### src/hw/rtl/pme_pkg.sv
`timescale 1ns / 1ps

package pme_pkg;

    localparam int FUNC_W   = 3;
    localparam int INDEX_W  = 6;
    localparam int SEG_W    = 7;
    localparam int LENGTH_W = 7;
    localparam int VALUE_W  = 16;

    // Widths large enough for the largest supported store (1024 entries)
    localparam int PTR_W    = 10;
    localparam int CNT_W    = PTR_W + 1;
    localparam int CALC_W   = 12;
    localparam int NUM_PASS = 3;

    typedef enum logic [FUNC_W-1:0] {
        FN_NONE     = 3'd0,
        FN_SWAP     = 3'd1,
        FN_RELOCATE = 3'd2,
        FN_REVERSE  = 3'd3,
        FN_SEGMENT  = 3'd4,
        FN_BLOCK    = 3'd5,
        FN_WRITE    = 3'd6,
        FN_READ     = 3'd7
    } func_t;

    typedef enum logic [1:0] {
        CMD_NONE,
        CMD_WRITE,
        CMD_READ,
        CMD_MOVE
    } cmd_op_t;

    // One pass swaps count pairs (p, q); p steps up, q steps down or up
    typedef struct packed {
        logic [PTR_W-1:0] p;
        logic [PTR_W-1:0] q;
        logic             down;
        logic [CNT_W-1:0] count;
    } pass_t;

    typedef struct packed {
        cmd_op_t                   op;
        logic                      status;
        logic [PTR_W-1:0]          addr;
        logic [VALUE_W-1:0]        wval;
        pass_t [NUM_PASS-1:0]      passes;
    } cmd_t;

    typedef struct packed {
        logic               status;
        logic [VALUE_W-1:0] read_value;
    } res_t;

    typedef enum logic [2:0] {
        BK_IDLE,
        BK_WRITE,
        BK_READ,
        BK_LOAD,
        BK_RD,
        BK_WR_P,
        BK_WR_Q,
        BK_DONE
    } bk_state_t;

endpackage

### src/hw/rtl/pme_fifo.sv
`timescale 1ns / 1ps

module pme_fifo #(
    parameter int WIDTH = 8
) (
    input  logic             clk,
    input  logic             rst_n,
    input  logic             push,
    input  logic [WIDTH-1:0] wdata,
    output logic             full,
    input  logic             pop,
    output logic [WIDTH-1:0] rdata,
    output logic             empty
);

    localparam int DEPTH = 2;
    localparam int PW    = $clog2(DEPTH);

    logic [WIDTH-1:0] slot_reg [DEPTH];
    logic [PW-1:0]    wr_ptr_reg;
    logic [PW-1:0]    rd_ptr_reg;
    logic [PW:0]      count_reg;
    logic             do_push;
    logic             do_pop;

    assign full    = (count_reg == (PW+1)'(DEPTH));
    assign empty   = (count_reg == '0);
    assign do_push = push && !full;
    assign do_pop  = pop && !empty;
    assign rdata   = slot_reg[rd_ptr_reg];

    always_ff @(posedge clk)
    begin
        if (do_push)
        begin
            slot_reg[wr_ptr_reg] <= wdata;
        end
    end

    always_ff @(posedge clk or negedge rst_n)
    begin
        if (!rst_n)
        begin
            wr_ptr_reg <= '0;
            rd_ptr_reg <= '0;
            count_reg  <= '0;
        end
        else
        begin
            if (do_push)
            begin
                wr_ptr_reg <= wr_ptr_reg + 1'b1;
            end
            if (do_pop)
            begin
                rd_ptr_reg <= rd_ptr_reg + 1'b1;
            end
            if (do_push && !do_pop)
            begin
                count_reg <= count_reg + 1'b1;
            end
            else if (do_pop && !do_push)
            begin
                count_reg <= count_reg - 1'b1;
            end
        end
    end

endmodule

### src/hw/rtl/pme_front.sv
`timescale 1ns / 1ps

module pme_front #(
    parameter int MAX_ENTRIES = 64
) (
    input  logic [pme_pkg::LENGTH_W-1:0] order_length,
    input  logic [pme_pkg::FUNC_W-1:0]   func,
    input  logic [pme_pkg::INDEX_W-1:0]  first_index,
    input  logic [pme_pkg::INDEX_W-1:0]  second_index,
    input  logic [pme_pkg::SEG_W-1:0]    segment_length,
    input  logic [pme_pkg::INDEX_W-1:0]  insert_index,
    input  logic [pme_pkg::VALUE_W-1:0]  write_value,
    output pme_pkg::cmd_t                cmd
);

    import pme_pkg::*;

    logic [CALC_W-1:0] n;
    logic [CALC_W-1:0] a;
    logic [CALC_W-1:0] b;
    logic [CALC_W-1:0] s;
    logic [CALC_W-1:0] d;
    logic [CALC_W-1:0] a_end;
    logic [CALC_W-1:0] b_end;
    logic [CALC_W-1:0] lo;
    logic [CALC_W-1:0] mid;
    logic [CALC_W-1:0] hi;
    logic              bad_index;
    pass_t             idle_pass;

    // Reverse pass over [lo, hi)
    function automatic pass_t rev_pass(input logic [CALC_W-1:0] lo_i,
                                       input logic [CALC_W-1:0] hi_i);
        pass_t            r;
        logic [CALC_W-1:0] span;
        span    = hi_i - lo_i;
        r.p     = lo_i[PTR_W-1:0];
        r.q     = PTR_W'(hi_i - 1'b1);
        r.down  = 1'b1;
        r.count = (hi_i > lo_i) ? CNT_W'(span >> 1) : '0;
        return r;
    endfunction

    always_comb
    begin
        n = (CALC_W'(order_length) > CALC_W'(MAX_ENTRIES)) ? CALC_W'(MAX_ENTRIES)
                                                           : CALC_W'(order_length);
        a     = CALC_W'(first_index);
        b     = CALC_W'(second_index);
        s     = CALC_W'(segment_length);
        d     = CALC_W'(insert_index);
        a_end = a + s;
        b_end = b + s;
        bad_index = (a >= CALC_W'(MAX_ENTRIES));

        idle_pass = '0;

        // Relocation is a rotation of [lo, hi), done as three reversals
        if (d > a)
        begin
            lo  = a;
            mid = a + s;
            hi  = d + s;
        end
        else
        begin
            lo  = d;
            mid = a;
            hi  = a + s;
        end

        cmd        = '0;
        cmd.op     = CMD_NONE;
        cmd.status = 1'b0;
        cmd.addr   = a[PTR_W-1:0];
        cmd.wval   = write_value;
        cmd.passes = {NUM_PASS{idle_pass}};

        unique case (func_t'(func))
            FN_NONE:
            begin
                cmd.op = CMD_NONE;
            end
            FN_SWAP:
            begin
                if (a >= n || b >= n)
                begin
                    cmd.status = 1'b1;
                end
                else
                begin
                    cmd.op              = CMD_MOVE;
                    cmd.passes[0].p     = a[PTR_W-1:0];
                    cmd.passes[0].q     = b[PTR_W-1:0];
                    cmd.passes[0].down  = 1'b0;
                    cmd.passes[0].count = CNT_W'(1);
                end
            end
            FN_RELOCATE:
            begin
                if (a >= n || d >= n)
                begin
                    cmd.status = 1'b1;
                end
                else if (d != a)
                begin
                    // segment length is one here
                    if (d > a)
                    begin
                        cmd.passes[0] = rev_pass(a, a + 1'b1);
                        cmd.passes[1] = rev_pass(a + 1'b1, d + 1'b1);
                        cmd.passes[2] = rev_pass(a, d + 1'b1);
                    end
                    else
                    begin
                        cmd.passes[0] = rev_pass(d, a);
                        cmd.passes[1] = rev_pass(a, a + 1'b1);
                        cmd.passes[2] = rev_pass(d, a + 1'b1);
                    end
                    cmd.op = CMD_MOVE;
                end
            end
            FN_REVERSE:
            begin
                if (a >= n || b >= n || a >= b)
                begin
                    cmd.status = 1'b1;
                end
                else
                begin
                    cmd.op        = CMD_MOVE;
                    cmd.passes[0] = rev_pass(a, b + 1'b1);
                end
            end
            FN_SEGMENT:
            begin
                if (s == '0 || a_end > n || d > n - s)
                begin
                    cmd.status = 1'b1;
                end
                else if (d != a)
                begin
                    cmd.op        = CMD_MOVE;
                    cmd.passes[0] = rev_pass(lo, mid);
                    cmd.passes[1] = rev_pass(mid, hi);
                    cmd.passes[2] = rev_pass(lo, hi);
                end
            end
            FN_BLOCK:
            begin
                if (s == '0 || a_end > n || b_end > n || a_end > b)
                begin
                    cmd.status = 1'b1;
                end
                else
                begin
                    cmd.op              = CMD_MOVE;
                    cmd.passes[0].p     = a[PTR_W-1:0];
                    cmd.passes[0].q     = b[PTR_W-1:0];
                    cmd.passes[0].down  = 1'b0;
                    cmd.passes[0].count = CNT_W'(s);
                end
            end
            FN_WRITE:
            begin
                if (bad_index)
                begin
                    cmd.status = 1'b1;
                end
                else
                begin
                    cmd.op = CMD_WRITE;
                end
            end
            FN_READ:
            begin
                if (bad_index)
                begin
                    cmd.status = 1'b1;
                end
                else
                begin
                    cmd.op = CMD_READ;
                end
            end
            default:
            begin
                cmd.op = CMD_NONE;
            end
        endcase
    end

endmodule

### src/hw/rtl/pme_back.sv
`timescale 1ns / 1ps

module pme_back #(
    parameter int MAX_ENTRIES = 64,
    parameter int ENTRY_WIDTH = 16
) (
    input  logic          clk,
    input  logic          rst_n,
    input  pme_pkg::cmd_t cmd_in,
    input  logic          cmd_empty,
    output logic          cmd_pop,
    output pme_pkg::res_t res_out,
    input  logic          res_full,
    output logic          res_push
);

    import pme_pkg::*;

    localparam int AW = $clog2(MAX_ENTRIES);
    localparam logic [1:0] LAST_PASS = 2'(NUM_PASS - 1);

    logic [ENTRY_WIDTH-1:0] mem [MAX_ENTRIES];

    bk_state_t              state_reg;
    bk_state_t              state_next;
    cmd_t                   cmd_reg;
    logic [1:0]             idx_reg;
    logic [AW-1:0]          p_reg;
    logic [AW-1:0]          q_reg;
    logic                   down_reg;
    logic [CNT_W-1:0]       cnt_reg;
    logic [ENTRY_WIDTH-1:0] rdata_p_reg;
    logic [ENTRY_WIDTH-1:0] rdata_q_reg;

    pass_t                  cur_pass;
    logic                   last_pass;
    logic                   mem_we;
    logic [AW-1:0]          mem_waddr;
    logic [ENTRY_WIDTH-1:0] mem_wdata;
    logic                   mem_re;
    logic [AW-1:0]          raddr_p;
    logic [AW-1:0]          raddr_q;
    logic [ENTRY_WIDTH-1:0] wval_ext;
    logic [VALUE_W-1:0]     rval16;

    assign cur_pass  = cmd_reg.passes[idx_reg];
    assign last_pass = (idx_reg == LAST_PASS);

    generate
        if (ENTRY_WIDTH > VALUE_W)
        begin : g_wide
            assign wval_ext = {{(ENTRY_WIDTH-VALUE_W){1'b0}}, cmd_reg.wval};
            assign rval16   = rdata_p_reg[VALUE_W-1:0];
        end
        else if (ENTRY_WIDTH < VALUE_W)
        begin : g_narrow
            assign wval_ext = cmd_reg.wval[ENTRY_WIDTH-1:0];
            assign rval16   = {{(VALUE_W-ENTRY_WIDTH){1'b0}}, rdata_p_reg};
        end
        else
        begin : g_equal
            assign wval_ext = cmd_reg.wval;
            assign rval16   = rdata_p_reg;
        end
    endgenerate

    // Next state
    always_comb
    begin
        state_next = state_reg;
        unique case (state_reg)
            BK_IDLE:
            begin
                if (!cmd_empty)
                begin
                    unique case (cmd_in.op)
                        CMD_NONE:  state_next = BK_DONE;
                        CMD_WRITE: state_next = BK_WRITE;
                        CMD_READ:  state_next = BK_READ;
                        CMD_MOVE:  state_next = BK_LOAD;
                        default:   state_next = BK_DONE;
                    endcase
                end
            end
            BK_WRITE: state_next = BK_DONE;
            BK_READ:  state_next = BK_DONE;
            BK_LOAD:
            begin
                if (cur_pass.count != '0)
                begin
                    state_next = BK_RD;
                end
                else if (last_pass)
                begin
                    state_next = BK_DONE;
                end
            end
            BK_RD:   state_next = BK_WR_P;
            BK_WR_P: state_next = BK_WR_Q;
            BK_WR_Q:
            begin
                if (cnt_reg != CNT_W'(1))
                begin
                    state_next = BK_RD;
                end
                else if (last_pass)
                begin
                    state_next = BK_DONE;
                end
                else
                begin
                    state_next = BK_LOAD;
                end
            end
            BK_DONE:
            begin
                if (!res_full)
                begin
                    state_next = BK_IDLE;
                end
            end
            default: state_next = BK_IDLE;
        endcase
    end

    // Outputs
    always_comb
    begin
        cmd_pop   = 1'b0;
        res_push  = 1'b0;
        mem_we    = 1'b0;
        mem_waddr = p_reg;
        mem_wdata = rdata_q_reg;
        mem_re    = 1'b0;
        raddr_p   = p_reg;
        raddr_q   = q_reg;
        unique case (state_reg)
            BK_IDLE:  cmd_pop = !cmd_empty;
            BK_WRITE:
            begin
                mem_we    = 1'b1;
                mem_waddr = cmd_reg.addr[AW-1:0];
                mem_wdata = wval_ext;
            end
            BK_READ:
            begin
                mem_re  = 1'b1;
                raddr_p = cmd_reg.addr[AW-1:0];
            end
            BK_LOAD:  mem_re = 1'b0;
            BK_RD:    mem_re = 1'b1;
            BK_WR_P:  mem_we = 1'b1;
            BK_WR_Q:
            begin
                mem_we    = 1'b1;
                mem_waddr = q_reg;
                mem_wdata = rdata_p_reg;
            end
            BK_DONE:  res_push = !res_full;
            default:  cmd_pop = 1'b0;
        endcase
    end

    assign res_out.status     = cmd_reg.status;
    assign res_out.read_value = (cmd_reg.op == CMD_READ) ? rval16 : '0;

    // Order store: one write port, two registered read ports
    always_ff @(posedge clk)
    begin
        if (mem_we)
        begin
            mem[mem_waddr] <= mem_wdata;
        end
        if (mem_re)
        begin
            rdata_p_reg <= mem[raddr_p];
            rdata_q_reg <= mem[raddr_q];
        end
    end

    always_ff @(posedge clk)
    begin
        if (cmd_pop)
        begin
            cmd_reg <= cmd_in;
        end
        if (state_reg == BK_LOAD)
        begin
            p_reg    <= cur_pass.p[AW-1:0];
            q_reg    <= cur_pass.q[AW-1:0];
            down_reg <= cur_pass.down;
            cnt_reg  <= cur_pass.count;
        end
        else if (state_reg == BK_WR_Q)
        begin
            p_reg   <= p_reg + 1'b1;
            q_reg   <= down_reg ? (q_reg - 1'b1) : (q_reg + 1'b1);
            cnt_reg <= cnt_reg - 1'b1;
        end
    end

    always_ff @(posedge clk or negedge rst_n)
    begin
        if (!rst_n)
        begin
            state_reg <= BK_IDLE;
            idx_reg   <= '0;
        end
        else
        begin
            state_reg <= state_next;
            if (cmd_pop)
            begin
                idx_reg <= '0;
            end
            else if (state_reg == BK_LOAD && cur_pass.count == '0 && !last_pass)
            begin
                idx_reg <= idx_reg + 1'b1;
            end
            else if (state_reg == BK_WR_Q && cnt_reg == CNT_W'(1) && !last_pass)
            begin
                idx_reg <= idx_reg + 1'b1;
            end
        end
    end

    a_no_write_idle: assert property (@(posedge clk) disable iff (!rst_n)
        (state_reg == BK_IDLE || state_reg == BK_DONE) |-> !mem_we)
        else $error("store written outside a command");

    a_push_in_done: assert property (@(posedge clk) disable iff (!rst_n)
        res_push |-> (state_reg == BK_DONE && !res_full))
        else $error("result pushed outside done state");

    a_pair_live: assert property (@(posedge clk) disable iff (!rst_n)
        (state_reg == BK_RD) |-> (cnt_reg != '0))
        else $error("pair swap started with zero count");

    a_pop_leaves_idle: assert property (@(posedge clk) disable iff (!rst_n)
        cmd_pop |=> (state_reg != BK_IDLE))
        else $error("command popped but engine stayed idle");

endmodule

### src/hw/rtl/permutation_move_engine.sv
// Throughput: one item at a time in the back end, the next one starting the cycle after
// the result is queued; up to two commands wait ahead of it.
// Reset: queues and control clear, order_length becomes 0; store contents stay undefined.
`timescale 1ns / 1ps

module permutation_move_engine #(
    parameter int MAX_ENTRIES = 64,
    parameter int ENTRY_WIDTH = 16
) (
    input  logic                         clk,
    input  logic                         rst_n,
    input  logic                         cfg_we,
    input  logic [pme_pkg::LENGTH_W-1:0] cfg_wdata,
    input  logic                         push,
    output logic                         full,
    input  logic [pme_pkg::FUNC_W-1:0]   func,
    input  logic [pme_pkg::INDEX_W-1:0]  first_index,
    input  logic [pme_pkg::INDEX_W-1:0]  second_index,
    input  logic [pme_pkg::SEG_W-1:0]    segment_length,
    input  logic [pme_pkg::INDEX_W-1:0]  insert_index,
    input  logic [pme_pkg::VALUE_W-1:0]  write_value,
    output logic                         empty,
    input  logic                         pop,
    output logic                         status,
    output logic [pme_pkg::VALUE_W-1:0]  read_value
);

    import pme_pkg::*;

    logic [LENGTH_W-1:0] order_length_reg;
    cmd_t                front_cmd;
    cmd_t                queued_cmd;
    logic                cmd_empty;
    logic                cmd_pop;
    res_t                back_res;
    res_t                head_res;
    logic                res_full;
    logic                res_push;

    always_ff @(posedge clk or negedge rst_n)
    begin
        if (!rst_n)
        begin
            order_length_reg <= '0;
        end
        else if (cfg_we)
        begin
            order_length_reg <= cfg_wdata;
        end
    end

    pme_front #(
        .MAX_ENTRIES (MAX_ENTRIES)
    ) u_front (
        .order_length   (order_length_reg),
        .func           (func),
        .first_index    (first_index),
        .second_index   (second_index),
        .segment_length (segment_length),
        .insert_index   (insert_index),
        .write_value    (write_value),
        .cmd            (front_cmd)
    );

    pme_fifo #(
        .WIDTH ($bits(cmd_t))
    ) u_cmd_q (
        .clk   (clk),
        .rst_n (rst_n),
        .push  (push),
        .wdata (front_cmd),
        .full  (full),
        .pop   (cmd_pop),
        .rdata (queued_cmd),
        .empty (cmd_empty)
    );

    pme_back #(
        .MAX_ENTRIES (MAX_ENTRIES),
        .ENTRY_WIDTH (ENTRY_WIDTH)
    ) u_back (
        .clk       (clk),
        .rst_n     (rst_n),
        .cmd_in    (queued_cmd),
        .cmd_empty (cmd_empty),
        .cmd_pop   (cmd_pop),
        .res_out   (back_res),
        .res_full  (res_full),
        .res_push  (res_push)
    );

    pme_fifo #(
        .WIDTH ($bits(res_t))
    ) u_res_q (
        .clk   (clk),
        .rst_n (rst_n),
        .push  (res_push),
        .wdata (back_res),
        .full  (res_full),
        .pop   (pop),
        .rdata (head_res),
        .empty (empty)
    );

    assign status     = head_res.status;
    assign read_value = head_res.read_value;

endmodule

### config.mk
export PLATFORM = sky130hd
export DESIGN_NAME = permutation_move_engine
export DESIGN_NICKNAME = d
export VERILOG_FILES = /design/src/hw/rtl/pme_pkg.sv /design/src/hw/rtl/pme_fifo.sv /design/src/hw/rtl/pme_front.sv /design/src/hw/rtl/pme_back.sv /design/src/hw/rtl/permutation_move_engine.sv
export SDC_FILE = /design/constraint.sdc
export NUM_CORES = 2
export LEC_CHECK = 0
export ABC_AREA = 1
export ABC_CLOCK_PERIOD_IN_PS = 8400
export BUFFER_PORTS_ARGS = -buffer_cell sky130_fd_sc_hd__clkbuf_2
export CAP_MARGIN = 20
export CORE_ASPECT_RATIO = 1.25
export CORE_UTILIZATION = 40
export DETAILED_ROUTE_END_ITERATION = 12
export PLACE_DENSITY = 0.61
export SLEW_MARGIN = 20
export SYNTH_ARGS = -nofsm -noshare
export SYNTH_HDL_FRONTEND = slang
export SYNTH_SLANG_ARGS = --single-unit
### constraint.sdc
create_clock -name clk -period 8.4 [get_ports clk]
set_input_delay 1.26 -clock clk [delete_from_list [all_inputs] [get_ports clk]]
set_output_delay 1.26 -clock clk [all_outputs]
set_load 0.005 [all_outputs]
# Word level (Yosys, flattened, before mapping)
# Memory sizes are Yosys's and may differ from the RTL's. A register that Yosys moved wholly into a read port is not among the register bits.
# Cells that the tools add are included.
dict set report op_classes {
  n_shift 0
  n_lt_le_gt_ge 20
  div_mod_pow 0
  n_reduce_logical 44
  muxes 74
  n_bitwise 0
  addsub 35
  eq_ne 27
  multipliers 0
}
# op n
set ops {}
lappend ops {{$mux W96} 3}
lappend ops {{$mux W92} 2}
lappend ops {{$pmux W32 S5} 1}
lappend ops {{$pmux W64 S2} 1}
lappend ops {{$mux W11} 11}
lappend ops {{$mux W28} 4}
lappend ops {{$gt A12 B6 Y1} 7}
lappend ops {{$sub A12 B6 Y12} 6}
lappend ops {{$bmux W32 S2} 1}
lappend ops {{$sub A10 B1 Y10 const B} 5}
lappend ops {{$gt A12 B12 Y1} 4}
lappend ops {{$mux W6} 7}
lappend ops {{$ge A6 B12 Y1} 3}
lappend ops {{$pmux W16 S2} 1}
lappend ops {{$mux W2} 13}
lappend ops {{$add A6 B7 Y8} 3}
lappend ops {{$eq A3 B3 Y1 const B} 8}
lappend ops {{$sub A12 B12 Y12} 2}
lappend ops {{$add A6 B1 Y7 const B} 3}
lappend ops {{$pmux W3 S7} 1}
lappend ops {{$mux W3} 6}
lappend ops {{$mux W16} 1}
lappend ops {{$mux W8} 2}
lappend ops {{$pmux W2 S8} 1}
lappend ops {{other kinds (41)} 104}
dict set report word_totals {
  romBits 0
  mem_count 3
  out_inout_bits 19
  ram_bits 1300
  regBits 165
  elab_cells 232
  latch_bits 0
  input_bits 56
}
# name depth word_bits read_ports rd_clocked_by_memory_dff write_ports line_no
set memory_table {}
lappend memory_table {u_back.mem 64 16 2 2 1 pme_back.sv:22} ;# logic [ENTRY_WIDTH-1:0] mem [MAX_ENTRIES];
lappend memory_table {u_cmd_q.slot_reg 2 121 1 0 1 pme_fifo.sv:19} ;# logic [WIDTH-1:0] slot_reg [DEPTH];
lappend memory_table {u_res_q.slot_reg 2 17 1 0 1 pme_fifo.sv:19}

# Longest topological paths before layout
dict set report depth {
  depth_word 8
  depth_mapped 28
  mapped_depth_nobuf 27
}

# By module
# Synthesis repeated with hierarchy kept, for this count alone.
dict set report unflattened {
  cells_unflattened 8936
  hier_area_um2 80006.7
}
# mod area_each_um2 seq_area_each_um2 cells_per_inst n_inst
set modules_own_cells {}
lappend modules_own_cells {pme_back 60241.5 35469.0 6604 1}
lappend modules_own_cells {{pme_fifo (u_cmd_q)} 9308.9 7607.3 684 1}
lappend modules_own_cells {pme_front 8707.1 0.0 1498 1}
lappend modules_own_cells {{pme_fifo (u_res_q)} 1480.2 1121.1 120 1}
lappend modules_own_cells {permutation_move_engine 269.0 175.2 30 1}

# Least setup slack after synthesis
# OpenSTA, ideal clock, no wires.
dict set report synth_timing {
  path_type {register to register}
  from {register u_back.state_reg[1]}
  to {register u_cmd_q.count_reg[1]}
  path_slack_ns 1.706
  period_less_slack_ns 6.694
  stages_incl_launch_ff 9
  arrival_ns 6.563
  required_time_ns 8.269
  setup_ns 0.131
  path_buffers 0
  path_cell_list {dfrtp_1 -> nor2_1 -> nand2_1 -> a21oi_1 -> inv_1 -> ha_1 -> a21oi_1 -> o21ai_0 -> xor2_1}
}
dict set report synth_between {
  elab_chain_cells 6
  elab_cells_between_ends 8
  classes_between {mux: 2; reduce/logical: 6}
}
# element line_no
set synth_lines {}
lappend synth_lines {{from (decl)} pme_back.sv:24} ;# bk_state_t state_reg;
lappend synth_lines {{from (signal assigned)} pme_back.sv:211} ;# state_reg <= state_next;
lappend synth_lines {{$logic_not A3 Y1 *} pme_back.sv:137} ;# unique case (state_reg)
lappend synth_lines {{$mux W1 *} pme_back.sv:137}
lappend synth_lines {{net cmd_pop} permutation_move_engine.sv:34} ;# logic cmd_pop;
lappend synth_lines {{$logic_and A1 B1 Y1 *} pme_fifo.sv:29} ;# assign do_pop = pop && !empty;
lappend synth_lines {{$logic_not A1 Y1} pme_fifo.sv:58} ;# if (do_push && !do_pop)
lappend synth_lines {{$logic_and A1 B1 Y1} pme_fifo.sv:58}
lappend synth_lines {{$mux W2 or $reduce_bool A2 Y1 (tied branches)} --}
lappend synth_lines {{to (signal assigned)} pme_fifo.sv:60} ;# count_reg <= count_reg + 1'b1;
lappend synth_lines {{to (signal assigned)} pme_fifo.sv:64} ;# count_reg <= count_reg - 1'b1;
lappend synth_lines {{to (decl)} pme_fifo.sv:22} ;# logic [PW:0] count_reg;
# Mark *: on every way through the listed nets, which the timed path passes. The rest lies on a longest branch.
# A chain may end at the register's enable or synchronous reset.

==> results.tsv <==
metric	value	unit
run status	completed	
Mapped Cells	7438	
Final Cycle Share	61.22	%
drt via density	6.119	
HP Class	reg -> reg	
detailed placement HPWL	156.5	mm
DIE AREA	181300	µm²
num ports	75	
Setup violations, final	0	
GPL Wtd Cong	0.9685	
kind of critical path	in -> reg	
clock sink total	1404	
clock-pin transition on the worst setup and hold timing paths	0.06	ns
flops & latches, synth	1404	
# fillers	16479	
utilization after layout	44.55	%
max FFs per register	1024	
via count	60002	
Reg area	42060	µm²
DRC Markers	0	
largest net degree at the start of global routing	199	
top_reg_cell synth	edfxtp_1	
Syn Area/Cell	9.657	µm²
H-tree depth	4	
LEAKAGE	0.02797	µW
Final Max Slew Viols	0	
final wirelength	261.6	mm
core area	178100	µm²
synthesis-to-finish area growth	10.50	%
Crit. End Element	flip-flop	
post-synth top area cell	edfxtp_1	
setup tns final	0	ns
DRT iter0 DRCs	7919	
chip width	381.0	µm
post-CTS sizing	0	
Hold Vio Cnt, Final	0	
Synth area leaders	edfxtp_1, o21ai_0, nor2_1, nand2_1, o22ai_1	
Longest Clk Path Bufs	3	
peak supply drop	0.0003822	V
post-DR wirelength/cell	26.68	µm
worst-path fanout max	19	
max-cap viol count	0	
Max Fclk	0.1945	GHz
Layout Skew	0.04613	ns
startpoint types	primary input	
min Tclk post-route	5.142	ns
PD cells	373.0	nW/µm²
Site Rows	173	
Die Ht	475.8	µm
Worst Max-Slew Pin Slew	1.301	ns
layout cells sized above 1	7.555	%
CTS tree	done	
clock latency on the worst-skew pair	0.80	ns
Ys Warns	0	
worst path arrival time	5.73	ns
fraction of registers with async set/reset	1.425	%
initial core utilization	40.32	%
Cell Area, Synth	71830	µm²
hold buffer count at cts	0	
sequential share of the synthesized area	58.56	%
total grt overflow	0	
Synth top area share	57.86	%
most frequent cells after synthesis	nor2_1, edfxtp_1, o21ai_0	
Pre-antenna DRT Iters	7	
fin nets	7545	
Yosys cell types	57	
Multi-input gate area	26800	µm²
Post-synth EDFFs	1384	
most numerous cell in the Yosys netlist	nor2_1	
first-pass GRT wire length	375.0	mm
CTS Buf Count	145	
Req. time, crit path	8.99	ns
Final ANT Viol Nets	0	
initial antenna violation count	9	
max_slew headroom	12.17	%
Post CTS Setup Buffer Count	0	
vias in the first global route	57538	
total track usage	27.97	%
IO Port Bufs	74	
RSZ-0062 raised after global routing	false	
root buf cell	clkbuf_16	
[through the flow]
stage	worst slack, ns	area [µm²]	instances	power [µW]	hold slack, ns
6_report	3.258	79370	9806	29600	0.4478
3_3_place_gp	2.473	74770	9540	22750	0.4295
2_1_floorplan	1.706	71850	7445	17920	0.4215
5_1_grt	2.818	79360	9801	30710	0.4756
4_1_cts	3.290	79330	9800	29240	0.4532
3_5_place_dp	2.461	74770	9540	22950	0.4394
[routing by layer]
layer | global-route usage [%] | up-vias | wire length, µm
met4 | 18.30 | 8 | 19350
li1 | - | 26363 | -
met5 | 0 | - | 43
met2 | 46.86 | 3670 | 124200
met3 | 4.846 | 889 | 24420
met1 | 33.14 | 29072 | 93590
[layout make-up]
| type | instances | area share [%] |
|---|---|---|
| diodes | 5 | 0.01576 |
| clock buffers | 182 | 4.838 |
| clock inverters | 78 | 0.9112 |
| inverters | 331 | 1.597 |
| multi-input cells | 5213 | 33.77 |
| flip-flops and latches | 1404 | 53.00 |
| well taps | 2362 | 3.724 |
| repair buffers | 231 | 2.150 |
[where the power goes]
group,leakage (µW),total [µW],switching (µW),internal [µW]
Sequential,0.0128,10400,342,10000
Combinational,0.0129,12900,9920,2970
Clock,0.00222,6320,2760,3560
Total,0.0280,29600,13000,16600
[placed cells by master, fill, tap and decap left out, types with 17 or more instances in the layout]
master,n
nor2_2,55
nand2_1,932
a22oi_1,20
clkbuf_2,74
a21oi_1,113
clkbuf_1,32
o21ai_0,1247
edfxtp_1,1384
nor3_1,27
buf_4,144
nand3_1,283
o211ai_1,236
nand4_1,38
a31oi_1,17
o22ai_1,318
nand2_2,18
or2_2,18
o221ai_1,83
ha_1,150
clkinv_1,41
xor2_1,55
nor2_1,1426
dfrtp_1,19
clkbuf_16,147
inv_1,315
xnor2_1,38
[path summary, 6_finish.rpt]
check                      slack (ns)                           endpoint                       startpoint  cells past startpoint
setup / recovery                 3.26  u_cmd_q.slot_reg[1][40]$_DFFE_PP_                   first_index[1]                     22
hold reg to reg                  0.45  u_res_q.slot_reg[1][16]$_DFFE_PP_     u_back.res_out[16]$_DFFE_PP_                      0
setup reg to reg                 3.51    u_back.rdata_p_reg[4]$_DFFE_PP_  u_back.state_reg[0]$_DFFE_PN0P_                     11
max in group asynchronous        7.21     u_cmd_q.rd_ptr_reg$_DFFE_PN0P_                            rst_n                      1
hold / removal                   0.45  u_res_q.slot_reg[1][16]$_DFFE_PP_     u_back.res_out[16]$_DFFE_PP_                      0
min in group asynchronous        0.59    order_length_reg[3]$_DFFE_PN0P_                            rst_n                      1
[logic make-up after synthesis]
group / share of synthesized area [%]
AND/OR/NAND/NOR: 15.76
AO/OA/AOI/OAI: 16.88
flip-flops: 58.56
buffers and inverters: 4.670
adder cells (fa/ha/maj): 2.975
XOR/XNOR: 1.134
other: 0.005221
multiplexers: 0.01394
[critical path, stage by stage]
cell and delay [ns]:
clkbuf_2 0.38, inv_1 0.47, fa_1 0.58, inv_1 0.10
nand3_1 0.07, nand3_1 0.08, xor2_1 0.24, inv_1 0.19
ha_1 0.30, nand2_1 0.08, nor2_1 0.05, nand2_1 0.06
nand3_1 0.06, nand2_1 0.06, nand2_1 0.04, nand2_1 0.10
nand3_1 0.17, a21oi_1 0.31, nand2_2 0.35, nor2_1 0.33
nand2_1 0.14, o21ai_0 0.27
No activity file was read; power rests on OpenSTA's default activity.
